## src/design/gjinv_ram.sv

```systemverilog
// Generic single-port-write, single-port-read RAM with a registered read.
// Depends on nothing; sized by its WIDTH and DEPTH parameters.
`default_nettype none

module gjinv_ram #(
  parameter int unsigned WIDTH = 64,
  parameter int unsigned DEPTH = 32
) (
  input  wire logic                     clk_i,
  input  wire logic                     we_i,
  input  wire logic [$clog2(DEPTH)-1:0] waddr_i,
  input  wire logic [WIDTH-1:0]         wdata_i,
  input  wire logic [$clog2(DEPTH)-1:0] raddr_i,
  output logic      [WIDTH-1:0]         rdata_o
);

  logic [WIDTH-1:0] mem_q [DEPTH];

  // Write port and registered read port.
  always_ff @(posedge clk_i) begin
    if (we_i) begin
      mem_q[waddr_i] <= wdata_i;
    end
    rdata_o <= mem_q[raddr_i];
  end

endmodule

`default_nettype wire

```

## config.mk

```make
export PLATFORM = sky130hd
export DESIGN_NAME = gjinv_ram
export DESIGN_NICKNAME = d
export VERILOG_FILES = /design/src/design/gjinv_ram.sv
export SDC_FILE = /design/constraint.sdc
export NUM_CORES = 2
export LEC_CHECK = 0
export ABC_AREA = 1
export BUFFER_PORTS_ARGS = -buffer_cell sky130_fd_sc_hd__clkbuf_2
export CELL_PAD_IN_SITES_DETAIL_PLACEMENT = 1
export CELL_PAD_IN_SITES_GLOBAL_PLACEMENT = 2
export CORE_ASPECT_RATIO = 0.9
export CORE_MARGIN = 2
export CORE_UTILIZATION = 35
export CTS_BUF_LIST = sky130_fd_sc_hd__clkbuf_16
export DETAILED_ROUTE_END_ITERATION = 8
export GPL_TIMING_DRIVEN = 1
export HOLD_SLACK_MARGIN = 0.02
export PLACE_DENSITY = 0.78
export RECOVER_POWER = 25
export SYNTH_ARGS = -nofsm -noshare
export SYNTH_HDL_FRONTEND = slang
export SYNTH_SLANG_ARGS = --single-unit
```

## constraint.sdc

```tcl
create_clock -name clk_i -period 4.6 [get_ports clk_i]
set_clock_uncertainty 0.15 [all_clocks]
set_input_delay 0.92 -clock clk_i [delete_from_list [all_inputs] [get_ports clk_i]]
set_output_delay 0.92 -clock clk_i [all_outputs]
set_load 0.05 [all_outputs]
```

### Word-level counts from Yosys, hierarchy flattened

Memories as Yosys holds them, arrays and structs flattened. A register that Yosys moved wholly into a read port is not among the register bits.
Index checks and enable logic that the tools add are counted.
Widths: inputs -> output; s select.

| storage, ports and cells | value |
|---|---|
| bits in registers | 0 |
| input bits | 76 |
| RAM bits | 2048 |
| output and inout bits | 64 |
| logic and storage cells | 3 |
| memories kept | 1 |

| operators by class | value |
|---|---|
| muxes and demuxes | 2 |

Memory list:

| name | words | bits a word | read ports | clocked after Yosys merged registers in | wr ports | RTL line | text |
|---|---|---|---|---|---|---|---|
| mem_q | 32 | 64 | 1 | 1 | 1 | 17 | `logic [WIDTH-1:0] mem_q [DEPTH];` |

Operator list:

| kind | count |
|---|---|
| $mux 1 | 2 |

### Depth between registers and ports, before layout

| depth | value |
|---|---|
| word-level depth | 2 |
| mapped depth | 12 |
| gate-level depth less buffers | 9 |

### Least setup slack after synthesis

Ideal clock, no wire load.

| timing | value |
|---|---|
| path type | input to register |
| start | input port waddr_i[0] |
| end | memory mem_q[8][0], enable pin |
| library setup time | 486 ps |
| stages on the path | 3 |
| data arrival time | 3897 ps |
| data required time | 3964 ps |
| slack | 66 ps |
| buffers on the path | 0 |
| cell sequence | inv_1 > nand3_1 > nor2_1 |

RTL lines:

| what | RTL line | text |
|---|---|---|
| start, declared | 11 | `input wire logic [$clog2(DEPTH)-1:0] waddr_i,` |
| end, declared | 17 |  |

No word-level cell before the write port.

### Worst setup path after layout

| timing | value |
|---|---|
| start | register rdata_o[31] (read register of mem_q) |
| end | output port rdata_o[31] |

RTL lines:

| what | RTL line | text |
|---|---|---|
| start, declared | 14 | `output logic [WIDTH-1:0] rdata_o` |

No word-level cell between the ends.

==> impl_metrics.csv <==
group,metric,value,unit
run_status,status,"finished with violations",
sta,max_freq,348,MHz
final_layout,nets,6896,
hold_path,holdPathStages,3,
final_layout,finalInstanceArea,94600,um^2
placement,port_buffers,139,
yosys,yosys_most_used_dff,"edfxtp_1",
die,start_util,0.352,
hold_path,whs_endpoint,"rdata_o[14]",
hold_path,min_from,"raddr_i[4]",
worst_setup_path,reg2reg_slack,3.09,ns
yosys,synth_area_leader_cell,"edfxtp_1",
yosys,async_flop_share,0,
yosys,synth_cells,6768,
clocking,cts.sinks,2112,
sta,rsz0062_at_grt,"false",
worst_setup_path,startpoint_type,"flop",
final_layout,drive_gt1_frac,0.0783,
grt,grt_pass1_vias,56124,
die,io_pins,140,
worst_setup_path,r2r_start,"mem_q[7][2]",
yosys,yosys_warnings,0,
worst_setup_path,cp-startpoint,"rdata_o[31]",
worst_setup_path,path_buf_inv,1,
worst_setup_path,worstPathArrival,1.80,ns
worst_setup_path,cpPeakStageDelay,0.55,ns
drt,remaining_drc_errors,0,
die,rows,169,
job,maxCapViolCount,2,
placement,placement.cell_area,87800,um^2
placement,gp_congestion,0.751,
yosys,syn_area,83000,um^2
worst_setup_path,crit_fanout,1,
die,core_area,236000,um^2
sta,fin_crit_sh,0.624,
power,p_per_area,436,nW/um^2
die,die_area,241000,um^2
die,fp.dieH,466,um
worst_setup_path,critical_path.top_delay_family,"flip-flops",
sta,slew_headroom,0.00415,
sta,fin_crit,2.87,ns
drt,avgViaCountPerCell,5.40,
yosys,syn-num-nets,6844,
grt,overflow,0,
sta,worst_slew_pin_slew,1.49,ns
yosys,ys_seq_area_frac,0.756,
worst_setup_path,crit_required,3.53,ns
hold_path,hold_path_class,"in2reg",
yosys,synth.avg_cell_area,12.3,um^2
die,fp.dieW,517,um
sta,setup_violations,0,
worst_setup_path,crit_type,"reg2out",
worst_setup_path,cp_cell_sequence,"clkbuf_2",
clocking,cts-resized-gates,0,
worst_setup_path,cp-end-kind,"primary output",
placement,dp_hpwl,130000,um
clocking,cts_tree,"done",
clocking,post_cts.repair.setup_buffers,0,
sta,setup_tns,0,ns
yosys,synth.lib_cells_used.distinct,13,
worst_setup_path,r2r_cells,6,
drt,first_pass_iters,5,
grt,grt_max_degree,174,
clocking,root_buffer,"clkbuf_16",
grt,grtUsageTotal,0.213,
clocking,ctsHoldBuffers,0,
run_status,violations,"max-capacitance violations",
grt,antenna_found_initial,19,
sta,maxSlewViolCount,0,
drt,dr.first_iter.drc_count,5187,
yosys,yosys_register_bits,2112,
worst_setup_path,reg2reg_to,"rdata_o[2]",
yosys,synth_area_leaders,"edfxtp_1 74%, nand3_1 11%, nand2_1 11%",
clocking,worstSkewPairLatency,0.87,ns
grt,grt_pass1_wl,383000,um
drt,routed_wl,259000,um
drt,final_antenna_net_count,0,
clocking,clockBufferDepth,3,
power,max-vdd-ir-drop,0.000340,V
clocking,numCtsBuffers,215,
final_layout,syn_to_final_growth,14.0,%
clocking,path_clk_slew,0.06,ns
drt,vias,54914,
drt,wl_per_cell,25.5,um
sta,hold_viol_final,0,
yosys,synth.top_cell.area_share,0.741,
worst_setup_path,crit_slowest_cell,"dfxtp_1",
power,p_leak,33.3,nW
yosys,synth_edf_count,2048,
clocking,htree_num_levels,4,
[state kept, by name, indices dropped and copies added, names as in the netlist]
| signal | count |
|---|---|
| mem_q | 2048 |
| rdata_o | 64 |
[cells in the mapped netlist, types with 2 or more instances]
library cell,count
buf_1,49
buf_2,275
buf_4,28
buf_6,4
clkbuf_1,82
dfxtp_1,64
edfxtp_1,2048
inv_1,7
inv_2,2
nand2_1,2376
nand3_1,1800
nor2_1,32
[metal layers]
layer	part of all wire	track usage
met1	0.44	0.299
met3	0.057	0.0282
met2	0.48	0.350
met5	0.00024	0
met4	0.023	0.0547
[cells in the final DEF, fill, tap and decap left out, types with 4 or more instances in the layout]
master      synthesis  final
clkinv_1            0     68
clkbuf_2            0     93
clkbuf_16           0    219
edfxtp_1         2048   2048
clkinv_2            0     26
inv_6               0      5
inv_1               7     63
nand3_1          1800   1800
buf_12              0     73
nand2_1          2376   2376
clkbuf_1           82     41
buf_4              28     62
nor2_4              0     32
dfxtp_1            64     64
clkinvlp_4          0      4
diode_2             0      5
bufinv_16           0     17
[cell families (layout without fill, tap and decap cells)]
| logic type | count (synthesis) | count (layout) | synth area share |
|---|---|---|---|
| other | 0 | 5 | 0 |
| flip-flops | 2112 | 2112 | 0.756 |
| buffers and inverters | 448 | 689 | 0.0261 |
| AND/OR/NAND/NOR | 4208 | 4208 | 0.217 |
[cell type report]
| cell class | count | area, um^2 |
|---|---|---|
| fill | 24770 | 141000 |
| sequential | 2112 | 62800 |
| multi-input combinational | 4208 | 18300 |
| clock buffer | 219 | 5480 |
| tap | 3163 | 3960 |
| timing repair buffer | 273 | 2610 |
| clock inverter | 187 | 1380 |
| inverter | 10 | 78.8 |
| antenna | 5 | 12.5 |
[worst max-delay path by stage]
stage / cells past startpoint / endpoint / slack (ns)
floorplan: 3 / mem_q[8][0] / 0.07
global placement: 8 / rdata_o[37] / 1.23
detailed placement: 11 / rdata_o[51] / 1.19
CTS: 1 / rdata_o[31] / 1.67
global route: 1 / rdata_o[31] / 1.67
finish: 1 / rdata_o[31] / 1.73
[power by group]
| part | internal, W | total (W) | switching [W] |
|---|---|---|---|
| clock | 0.00956 | 0.0171 | 0.00752 |
| combinational | 0.000605 | 0.00266 | 0.00206 |
| sequential | 0.0214 | 0.0215 | 0.000136 |
| total | 0.0316 | 0.0413 | 0.00971 |
[through the flow]
stage / hold WS [ns] / setup slack [ns] / total power, W / util / instances
floorplan: 0.490 / 0.0662 / 0.0234 / - / 6768
global placement: 0.529 / 1.23 / 0.0245 / 0.372 / 9766
detailed placement: 0.542 / 1.19 / 0.0246 / 0.372 / 9766
CTS: 0.439 / 1.67 / 0.0415 / 0.401 / 10172
global route: 0.485 / 1.67 / 0.0425 / 0.401 / 10174
finish: 0.505 / 1.73 / 0.0413 / 0.401 / 10177
No activity file was read; power rests on OpenSTA's default activity.
